--- src/design/u8d_pkg.sv ---
package u8d_pkg;

	localparam int CP_W   = 21;
	localparam int BYTE_W = 8;
	localparam int CNT_W  = 2;
	localparam int LEN_W  = 3;
	localparam int RUN_W  = 3;

	// Replacement character for bad bytes and broken sequences.
	localparam logic [CP_W-1:0] QMARK = 21'h00003F;

	// Sequence lengths set by the lead byte.
	localparam logic [LEN_W-1:0] LEN_NONE = 3'd0;
	localparam logic [LEN_W-1:0] LEN_TWO  = 3'd2;
	localparam logic [LEN_W-1:0] LEN_THREE = 3'd3;
	localparam logic [LEN_W-1:0] LEN_FOUR = 3'd4;

	typedef struct packed {
		logic load;     // take the input word and build its result run
		logic advance;  // the current result word was taken
	} cmd_t;

	typedef struct packed {
		logic any_result;  // the input word on the port yields at least one result
		logic last;        // the result word on the port ends its run
		logic held_empty;  // no partial sequence pending
	} status_t;

endpackage

--- src/design/u8d_ctrl.sv ---
module u8d_ctrl (
	input  logic             clk,
	input  logic             arst_n,
	input  logic             in_valid,
	output logic             in_stall,
	output logic             out_valid,
	input  logic             out_stall,
	output u8d_pkg::cmd_t    cmd,
	input  u8d_pkg::status_t st
);
	import u8d_pkg::*;

	localparam logic ST_IDLE = 1'b0;
	localparam logic ST_EMIT = 1'b1;

	logic state_q;
	logic state_d;

	always_comb begin
		state_d     = state_q;
		in_stall    = 1'b1;
		out_valid   = 1'b0;
		cmd.load    = 1'b0;
		cmd.advance = 1'b0;
		unique case (state_q)
			ST_IDLE: begin
				in_stall = 1'b0;
				cmd.load = in_valid;
				if (in_valid && st.any_result) begin
					state_d = ST_EMIT;
				end
			end
			ST_EMIT: begin
				out_valid   = 1'b1;
				cmd.advance = !out_stall;
				if (!out_stall && st.last) begin
					state_d = ST_IDLE;
				end
			end
			default: state_d = ST_IDLE;
		endcase
	end

	always_ff @(posedge clk or negedge arst_n) begin
		if (!arst_n) begin
			state_q <= ST_IDLE;
		end else begin
			state_q <= state_d;
		end
	end

endmodule

--- src/design/u8d_datapath.sv ---
module u8d_datapath (
	input  logic                        clk,
	input  logic                        arst_n,
	input  logic [u8d_pkg::BYTE_W-1:0]  in_byte,
	input  logic                        end_of_string,
	input  u8d_pkg::cmd_t               cmd,
	output u8d_pkg::status_t            st,
	output logic [u8d_pkg::CP_W-1:0]    code_point,
	output logic                        last_of_run
);
	import u8d_pkg::*;

	logic [BYTE_W-1:0] held_q [3];
	logic [CNT_W-1:0]  held_count_q;
	logic [LEN_W-1:0]  seq_len_q;

	// Result run: pre '?' words, at most one middle word, post '?' words.
	logic [RUN_W-1:0]  rem_q;
	logic [RUN_W-1:0]  mid_rem_q;
	logic              mid_en_q;
	logic [CP_W-1:0]   mid_val_q;

	logic              is_ascii, is_l2, is_l3, is_l4, is_cont, complete, lead_path;
	logic [CP_W-1:0]   cp_full;
	logic [CNT_W-1:0]  pre, post, nxt_count, fin_count, wr_idx;
	logic [LEN_W-1:0]  nxt_len, fin_len;
	logic              mid_en, wr_en;
	logic [CP_W-1:0]   mid_val;
	logic [RUN_W-1:0]  total;

	assign is_ascii = !in_byte[7];
	assign is_l2    = in_byte[7:5] == 3'b110;
	assign is_l3    = in_byte[7:4] == 4'b1110;
	assign is_l4    = in_byte[7:3] == 5'b11110;
	assign is_cont  = in_byte[7:6] == 2'b10;
	assign complete = (({1'b0, held_count_q} + 3'd1) >= seq_len_q) || (held_count_q == 2'd3);

	always_comb begin
		unique case (seq_len_q)
			LEN_TWO:   cp_full = {10'd0, held_q[0][4:0], in_byte[5:0]};
			LEN_THREE: cp_full = {5'd0, held_q[0][3:0], held_q[1][5:0], in_byte[5:0]};
			default:   cp_full = {held_q[0][2:0], held_q[1][5:0], held_q[2][5:0],
				in_byte[5:0]};
		endcase
	end

	always_comb begin
		pre       = '0;
		mid_en    = 1'b0;
		mid_val   = QMARK;
		nxt_count = held_count_q;
		nxt_len   = seq_len_q;
		wr_en     = 1'b0;
		wr_idx    = held_count_q;
		lead_path = 1'b0;
		if (held_count_q == '0) begin
			lead_path = 1'b1;
		end else if (is_cont) begin
			if (complete) begin
				mid_en    = 1'b1;
				mid_val   = cp_full;
				nxt_count = '0;
				nxt_len   = LEN_NONE;
			end else begin
				wr_en     = 1'b1;
				nxt_count = held_count_q + 2'd1;
			end
		end else begin
			// broken sequence: one '?' per held byte, then retry the byte as a lead
			pre       = held_count_q;
			nxt_count = '0;
			nxt_len   = LEN_NONE;
			lead_path = 1'b1;
		end
		if (lead_path) begin
			if (is_ascii) begin
				mid_en  = 1'b1;
				mid_val = {{(CP_W-BYTE_W){1'b0}}, in_byte};
			end else if (is_l2 || is_l3 || is_l4) begin
				wr_en     = 1'b1;
				wr_idx    = '0;
				nxt_count = 2'd1;
				priority if (is_l2) nxt_len = LEN_TWO;
				else if (is_l3)     nxt_len = LEN_THREE;
				else                nxt_len = LEN_FOUR;
			end else begin
				mid_en  = 1'b1;
				mid_val = QMARK;
			end
		end
		post      = end_of_string ? nxt_count : '0;
		fin_count = end_of_string ? '0 : nxt_count;
		fin_len   = end_of_string ? LEN_NONE : nxt_len;
		total     = {1'b0, pre} + {2'b0, mid_en} + {1'b0, post};
	end

	// Held bytes carry no reset; only entries below the count are read.
	always_ff @(posedge clk) begin
		if (cmd.load && wr_en) begin
			held_q[wr_idx] <= in_byte;
		end
	end

	always_ff @(posedge clk or negedge arst_n) begin
		if (!arst_n) begin
			held_count_q <= '0;
			seq_len_q    <= LEN_NONE;
			rem_q        <= '0;
		end else if (cmd.load) begin
			held_count_q <= fin_count;
			seq_len_q    <= fin_len;
			rem_q        <= total;
		end else if (cmd.advance) begin
			rem_q <= rem_q - 3'd1;
		end
	end

	always_ff @(posedge clk) begin
		if (cmd.load) begin
			mid_en_q  <= mid_en;
			mid_val_q <= mid_val;
			mid_rem_q <= {1'b0, post} + 3'd1;
		end
	end

	assign code_point    = (mid_en_q && rem_q == mid_rem_q) ? mid_val_q : QMARK;
	assign last_of_run   = rem_q == 3'd1;
	assign st.any_result = total != '0;
	assign st.last       = rem_q == 3'd1;
	assign st.held_empty = held_count_q == '0;

endmodule

--- src/design/utf8_byte_stream_decoder.sv ---
// Channel  Direction  Handshake            Word
// in       sink       in_valid/in_stall    in_byte[7:0], end_of_string
// out      source     out_valid/out_stall  code_point[20:0], last_of_run
//
// A byte that only extends a pending sequence is taken without leaving idle.
// A byte that yields n results (1 to 4) is taken and builds its result run,
// then the run registers give out the result words in turn.
// The input stalls while a run drains; out_stall holds the current word.
// arst_n clears the controller, the held count and the sequence length.
module utf8_byte_stream_decoder (
	input  logic                       clk,
	input  logic                       arst_n,
	input  logic                       in_valid,
	output logic                       in_stall,
	input  logic [u8d_pkg::BYTE_W-1:0] in_byte,
	input  logic                       end_of_string,
	output logic                       out_valid,
	input  logic                       out_stall,
	output logic [u8d_pkg::CP_W-1:0]   code_point,
	output logic                       last_of_run
);
	import u8d_pkg::*;

	cmd_t    cmd;
	status_t st;

	// Controller: take a byte, then drain its result run word by word.
	u8d_ctrl u_ctrl (
		.clk       (clk),
		.arst_n    (arst_n),
		.in_valid  (in_valid),
		.in_stall  (in_stall),
		.out_valid (out_valid),
		.out_stall (out_stall),
		.cmd       (cmd),
		.st        (st)
	);

	// Datapath: held sequence bytes, lead classification, code point assembly
	// and the result run counters.
	u8d_datapath u_dp (
		.clk           (clk),
		.arst_n        (arst_n),
		.in_byte       (in_byte),
		.end_of_string (end_of_string),
		.cmd           (cmd),
		.st            (st),
		.code_point    (code_point),
		.last_of_run   (last_of_run)
	);

	// No new byte while a run is still draining.
	a_no_take_while_emit: assert property (@(posedge clk) disable iff (!arst_n)
		out_valid |-> in_stall)
		else $error("input taken while results pending");

	// A run ends after its last word is taken.
	a_run_ends: assert property (@(posedge clk) disable iff (!arst_n)
		(out_valid && !out_stall && last_of_run) |=> !out_valid)
		else $error("output still valid after last word");

	// A run continues until its last word.
	a_run_continues: assert property (@(posedge clk) disable iff (!arst_n)
		(out_valid && !out_stall && !last_of_run) |=> out_valid)
		else $error("run dropped before last word");

	// End of string leaves no pending sequence.
	a_end_flushes: assert property (@(posedge clk) disable iff (!arst_n)
		(in_valid && !in_stall && end_of_string) |=> st.held_empty)
		else $error("bytes still held after end of string");

endmodule
--- config.mk ---
export PLATFORM = sky130hd
export DESIGN_NAME = utf8_byte_stream_decoder
export DESIGN_NICKNAME = d
export VERILOG_FILES = /design/src/design/u8d_pkg.sv /design/src/design/u8d_ctrl.sv /design/src/design/u8d_datapath.sv /design/src/design/utf8_byte_stream_decoder.sv
export SDC_FILE = /design/constraint.sdc
export NUM_CORES = 1
export LEC_CHECK = 0
export BUFFER_PORTS_ARGS = -buffer_cell sky130_fd_sc_hd__buf_2
export CAP_MARGIN = 40
export CORE_ASPECT_RATIO = 1.2
export CORE_MARGIN = 10
export CORE_UTILIZATION = 30
export CTS_BUF_LIST = sky130_fd_sc_hd__clkbuf_4
export DETAILED_ROUTE_END_ITERATION = 16
export PLACE_DENSITY_LB_ADDON = 0.15
export SLEW_MARGIN = 10
export SYNTH_ARGS = -nofsm -noshare
export SYNTH_HDL_FRONTEND = slang
export SYNTH_SLANG_ARGS = --single-unit
--- constraint.sdc ---
create_clock -name clk -period 2.9 [get_ports clk]
set_input_delay 0.145 -clock clk [delete_from_list [all_inputs] [get_ports clk]]
set_output_delay 0.145 -clock clk [all_outputs]
set_load 0.005 [all_outputs]
== Word-level counts from Yosys, hierarchy flattened ==
Memory sizes are Yosys's and may differ from the RTL's.
Cells that the tools add are included.

* Memory bits (writable): 24
* Bits of input ports: 13
* Memories kept: 1
* Register bits after elaboration: 34
* Word-level logic and storage cells: 90
* Output and inout port bits: 24

* Reductions and logical operators: 11
* Bitwise operators: 1
* Multiplexer cells: 54
* Add/sub/neg operators: 6
* Equal/unequal tests: 9
* $lt $le $gt $ge: 1

{| class="wikitable"
|+ Memory list
! memory !! words !! bits a word !! rd ports !! clocked after memory_dff !! wr ports !! line !! RTL
|-
| u_dp.held_q || 3 || 8 || 3 || 0 || 1 || u8d_datapath.sv:13 || <nowiki>logic [BYTE_W-1:0] held_q [3];</nowiki>
|}

{| class="wikitable"
|+ Operators by type and width
! operator !! count
|-
| $mux W21 || 7
|-
| $pmux W21 S2 || 1
|-
| $mux W3 || 11
|-
| $mux W2 || 13
|-
| $mux W1 || 21
|-
| $add A2 B1 Y3 const B || 2
|-
| $eq A3 B2 Y1 const B || 2
|-
| $eq A5 B5 Y1 const B || 1
|-
| $eq A2 B2 Y1 const B || 2
|-
| $eq A4 B4 Y1 const B || 1
|-
| $logic_and A1 B1 Y1 || 4
|-
| $add A2 B1 Y3 || 1
|-
| $add A3 B2 Y3 || 1
|-
| $eq A3 B1 Y1 const B || 1
|-
| $eq A3 B3 Y1 || 1
|-
| $eq A3 B3 Y1 const B || 1
|-
| $ge A3 B3 Y1 || 1
|-
| $logic_or A1 B1 Y1 || 3
|-
| $reduce_bool A3 Y1 || 1
|-
| $sub A3 B1 Y3 const B || 1
|-
| $add A2 B1 Y2 const B || 1
|-
| $logic_not A2 Y1 || 1
|-
| $pmux W1 S2 || 1
|-
| $reduce_bool A2 Y1 || 1
|-
| other kinds (2) || 2
|}

== Longest topological paths before layout ==
* Word-level depth: 15
* Mapped depth: 13
* Depth with buffers taken out: 13

== Modules after synthesis ==
From an unflattened synthesis, not the netlist that was laid out.

* Cell total of the unflattened synthesis: 217
* Area total of the unflattened synthesis: 2,595.0 um^2

{| class="wikitable"
|+ By module, submodules not included
! module !! cells each !! area each (um^2) !! sequential area each (um^2) !! times used
|-
| u8d_datapath || 211 || 2,526.2 || 1,461.4 || 1
|-
| u8d_ctrl || 6 || 68.8 || 25.0 || 1
|}

== Least setup slack after synthesis ==
No wires, ideal clock.

* Path kind: register to register
* Start point: register u_dp.held_count_q[0]
* End point: register u_dp.rem_q[1]
* Clock period less this slack: 2.932 ns
* Path buffers: 0
* Stages on the path, launching flop included: 12
* Required time: 2.796 ns
* Arrival time: 2.828 ns
* Slack: -0.032 ns
* Setup time: 0.104 ns
* Cells stage by stage: dfrtp_1 > inv_1 > ha_1 > ha_1 > nand2_1 > o211ai_1 > nor2_1 > o21a_1 > fa_1 > inv_1 > fa_1 > a221oi_1

* Word-level cells in the longest chain between the ends: 12
* Elaborated cells on any way between the ends: 25
* Classes of those cells: add/sub: 4; order compare: 1; eq/ne: 1; mux: 17; reduce/logical: 2

{| class="wikitable"
|+ RTL lines
! element !! line !! RTL
|-
| start, declared || u8d_datapath.sv:14 || <nowiki>logic [CNT_W-1:0] held_count_q;</nowiki>
|-
| start signal, assigned || u8d_datapath.sv:110 || <nowiki>held_count_q <= fin_count;</nowiki>
|-
| $add A2 B1 Y3 || u8d_datapath.sv:36 || <nowiki>assign complete = (({1'b0, held_count_q} + 3'd1) >= seq_len_q) || (held_count_q == 2'd3);</nowiki>
|-
| $ge A3 B3 Y1 || u8d_datapath.sv:36 ||
|-
| $logic_or A1 B1 Y1 || u8d_datapath.sv:36 ||
|-
| $mux W1 or $mux W2 (tied branches) || u8d_datapath.sv:59 || <nowiki>if (complete) begin</nowiki>
|-
| $mux W1 or $mux W2 (tied branches) || u8d_datapath.sv:58 || <nowiki>end else if (is_cont) begin</nowiki>
|-
| $mux W1 or $mux W2 (tied branches) || u8d_datapath.sv:56 || <nowiki>if (held_count_q == '0) begin</nowiki>
|-
| $mux W1 or $mux W2 (tied branches) || u8d_datapath.sv:79 || <nowiki>end else if (is_l2 || is_l3 || is_l4) begin</nowiki>
|-
| $mux W1 or $mux W2 (tied branches) || u8d_datapath.sv:76 || <nowiki>if (is_ascii) begin</nowiki>
|-
| $mux W1 or $mux W2 (tied branches) || u8d_datapath.sv:75 || <nowiki>if (lead_path) begin</nowiki>
|-
| $add A2 B1 Y3 or $mux W2 (tied branches) || u8d_datapath.sv:94, u8d_datapath.sv:91 ||
|-
| $add A3 B2 Y3 (*) || u8d_datapath.sv:94 || <nowiki>total = {1'b0, pre} + {2'b0, mid_en} + {1'b0, post};</nowiki>
|-
| $mux W3 (*) || u8d_datapath.sv:109 || <nowiki>end else if (cmd.load) begin</nowiki>
|-
| end signal, assigned || u8d_datapath.sv:112 || <nowiki>rem_q <= total;</nowiki>
|-
| end signal, assigned || u8d_datapath.sv:114 || <nowiki>rem_q <= rem_q - 3'd1;</nowiki>
|-
| end, declared || u8d_datapath.sv:18 || <nowiki>logic [RUN_W-1:0] rem_q;</nowiki>
|}

Mark *: on every way between the ends. The rest lies on a longest branch, timed or not.
A chain may end at the register's enable or synchronous reset.

== Worst setup path in the final report ==
* Start point: register u_dp.held_count_q[0]
* End point: register u_ctrl.state_q

* Word-level cells in the longest chain between the ends: 15
* Elaborated cells on any way between the ends: 28
* Classes of those cells: add/sub: 4; order compare: 1; eq/ne: 1; mux: 18; reduce/logical: 4

{| class="wikitable"
|+ RTL lines
! element !! line !! RTL
|-
| $add A2 B1 Y3 || u8d_datapath.sv:36 ||
|-
| $ge A3 B3 Y1 || u8d_datapath.sv:36 ||
|-
| $logic_or A1 B1 Y1 || u8d_datapath.sv:36 ||
|-
| $mux W1 or $mux W2 (tied branches) || u8d_datapath.sv:59 ||
|-
| $mux W1 or $mux W2 (tied branches) || u8d_datapath.sv:58 ||
|-
| $mux W1 or $mux W2 (tied branches) || u8d_datapath.sv:56 ||
|-
| $mux W1 or $mux W2 (tied branches) || u8d_datapath.sv:79 ||
|-
| $mux W1 or $mux W2 (tied branches) || u8d_datapath.sv:76 ||
|-
| $mux W1 or $mux W2 (tied branches) || u8d_datapath.sv:75 ||
|-
| $add A2 B1 Y3 or $mux W2 (tied branches) || u8d_datapath.sv:94, u8d_datapath.sv:91 ||
|-
| $add A3 B2 Y3 (*) || u8d_datapath.sv:94 ||
|-
| $reduce_bool A3 Y1 (*) || u8d_datapath.sv:128 || <nowiki>assign st.any_result = total != '0;</nowiki>
|-
| $logic_and A1 B1 Y1 (*) || u8d_ctrl.sv:29 || <nowiki>if (in_valid && st.any_result) begin</nowiki>
|-
| $mux W1 (*) || u8d_ctrl.sv:29 ||
|-
| $pmux W1 S2 (*) || u8d_ctrl.sv:25 || <nowiki>unique case (state_q)</nowiki>
|-
| named net u_ctrl.state_d || u8d_ctrl.sv:17 || <nowiki>logic state_d;</nowiki>
|-
| end signal, assigned || u8d_ctrl.sv:48 || <nowiki>state_q <= state_d;</nowiki>
|-
| end, declared || u8d_ctrl.sv:16 || <nowiki>logic state_q;</nowiki>
|}

Mark *: on every way through the listed nets, which the timed path passes. The rest lies on a longest branch.

==> reports/results.ini <==
[setup_path]
r2r-start=u_dp.held_count_q[0]
reg2regPathDepth=12
cp_top_family=adder cells
startpoint=u_dp.held_count_q[0]
worst_setup_path_start_kind=flip-flop
r2r_end=u_ctrl.state_q
critical_path.slowest_cell=fa_1
crit_buf_inv=1
endpoint_kind=flip-flop
crit_path_max_fanout=3
worst-r2r-setup-slack_ns=0.08
crit_type=reg2reg
cp.arrival_ns=3.11
cp_data_required_time_ns=3.20
cp_cell_sequence=ha_2 > ha_4 > a211oi_2 > o211ai_1 > nor2_1 > o21a_1 > fa_2 > inv_2 > fa_1 > nand2_1 > o21ai_2 > nand2_1
slowest_delay_ns=0.55
cp_common_cell=nand2_1

[floorplan]
die_y_um=123
io_pins=37
die_x_um=105
die-area_sq_um=12900
core_sq_um=8560
start_util_pct=30.7
rows=37

[worst_hold_path]
whs_endpoint=u_ctrl.state_q
hold_depth=3
worstHoldStart=out_stall
hold_path.class=in2reg

[synthesis]
post-synth-top-area-fraction_pct=48.0
synth_cell_type_count=48
avgSynthCellArea_sq_um=11.9
synth_area_leaders=edfxtp_1 (48%), dfrtp_1 (8.6%), and2_1 (4.0%)
ys_ff_latch=51
yosysSeqAreaShare_pct=56.6
synthFlopType=edfxtp_1
async_flop_share_pct=17.6
synth.largest_area_cell=edfxtp_1
ys_warn_count=0
synth_edf_count=42
syn_nets=244
syn_area_sq_um=2630
synth_cells=221

[cts]
clkSinkCount=51
cts_tree=yes
root_buffer=clkbuf_4
insertion_delay_ns=0.38
clock_path_buffers=2
h-tree-depth=2
cts_made_buffers=5
clk_pin_slew_ns=0.16

[global_routing]
grt_max_degree=24
grt_overflow_total=0
grt_antenna_before_repair=1
grtUsageTotal_pct=9.38
grt_pass1_vias=1935
grt_pass1_wl_um=9820

[timing]
max_freq_mhz=355
whs_ns=0.0506
timing.slew.headroom_pct=53.4
fin_crit_sh_pct=97.2
rsz0062_at_grt=true
slew_viol_final=0
skew_ns=0.0146
tightest_slew_ns=0.699
finalSetupViolCount=0
period_needed_ns=2.82
hold_viol=0

[status]
status=finished, final reports clean

[placed_design]
hpwl_um=4360
port_buffers=36
gp_congestion=0.761

[detailed_routing]
drtAntennaViolNets=0
routed_via_density=4.65
firstDrtPassIters=4
remaining_drc_errors=0
finalWirelength_um=6040
via_count=1845
drtIter0Drc=58
wl_per_cell_um=15.2

[final_layout]
fillers=842
final_common_cell=edfxtp_1
syn2layout_area_growth_pct=23.1
layout_common_cells=edfxtp_1 (42), buf_2 (36), buf_4 (20)
drive_gt1_share_pct=31.5
fin_nets=301

[power_and_ir_drop]
p_per_area_nw_per_um2=839
switching_share_pct=36.7
power_switching_uw=997
p_leak_uw=0.00125
comb_power_share_pct=45.8
power.internal_uw=1720
finalPower_uw=2710
ir_worst_vdd_mv=0.352
seqPwrFrac_pct=38.3
power_frac_clock_pct=15.9

[job]
cap_violations=0

## stage by stage
step / setup slack (ns) / TNS [ns] / instance area (sq um) / util (%) / std cells
after global routing: -0.0417 / -0.0775 / 3230 / 37.8 / 397
after global placement: -0.00960 / -0.00960 / 2990 / 34.9 / 377
after detailed placement: -0.0588 / -0.0588 / 2990 / 34.9 / 377
after CTS: 0.0150 / 0 / 3130 / 36.5 / 389
final: 0.0825 / 0 / 3230 / 37.8 / 397
after floorplan: 0.00898 / 0 / 2630 / - / 221
## logic make-up (layout without fill, tap and decap cells)
family,Yosys count,count (layout),share of synthesized area [%]
AO/OA/AOI/OAI,49,49,13.3
XOR/XNOR,3,3,1.00
adder cells (fa/ha/maj),10,10,5.33
buffers and inverters,22,80,4.43
flip-flops,51,51,56.6
multiplexers,5,5,1.90
other,0,1,0
AND/OR/NAND/NOR,81,81,17.5
## cell usage after synthesis, types with 6 or more instances
master,n
nand2_1,12
dfrtp_1,9
a211oi_1,6
inv_1,11
edfxtp_1,42
nand2b_1,11
nor2_1,12
nand3_1,8
a21oi_1,15
and2_1,17
ha_1,8
## how the worst max path moves through the flow
stage / endpoint / cells after the start
2_1_floorplan: u_dp.rem_q[1] / 11
3_3_place_gp: u_dp.rem_q[1] / 11
3_5_place_dp: u_dp.rem_q[1] / 11
4_1_cts: u_dp.rem_q[1] / 11
5_1_grt: u_ctrl.state_q / 12
6_report: u_ctrl.state_q / 12
## area by class of cell
cell class	count	area [sq um]	share of cell area [%]
antenna	1	2.50	0.0774
clock buffer	5	37.5	1.16
clock inverter	3	46.3	1.43
inverter	12	45.0	1.39
multi-input combinational	148	1100	34.0
sequential	51	1490	46.0
tap	117	146	4.53
timing repair buffer	60	370	11.5
## state kept, by name (all words and copies together) (netlist names)
| signal | count |
|---|---|
| u_dp.mid_val_q | 21 |
| u_dp.seq_len_q | 3 |
| u_ctrl.state_q | 1 |
| u_dp.rem_q | 3 |
| u_dp.held_count_q | 2 |
| u_dp.mid_rem_q | 3 |
| u_dp.mid_en_q | 1 |
| u_dp.held_q | 17 |
## metal layers
metal	vias up	GRT usage, %	share of wire (%)
li1	915	-	-
met1	892	10.5	41
met2	33	17.0	53
met3	5	2.05	4.1
met4	0	3.78	1.6
met5	-	0	0
## tightest hold or removal path, delay by kind of cell
kind,cells,cell delay [ns]
AO/OA/AOI/OAI,1,0.09
buffers and inverters,1,0.11
AND/OR/NAND/NOR,1,0.06
## power groups by stage
stage,registers (uW),logic [uW],clock network [uW]
final,1040,1240,432
after CTS,1040,1120,445
after floorplan,1040,716,0
after global placement,1050,1050,0
after global routing,1060,1400,471
after detailed placement,1060,1060,0
## repair_timing
item / CTS / global route
endpoints found under the hold margin: 15 / 1
resized for setup: 3 / 10
pin swaps: 1 / 8
setup endpoints to repair: 1 / 2
hold buffers: 3 / 1
buffers inserted: 1 / 6
No activity file was read; power rests on OpenSTA's default activity.
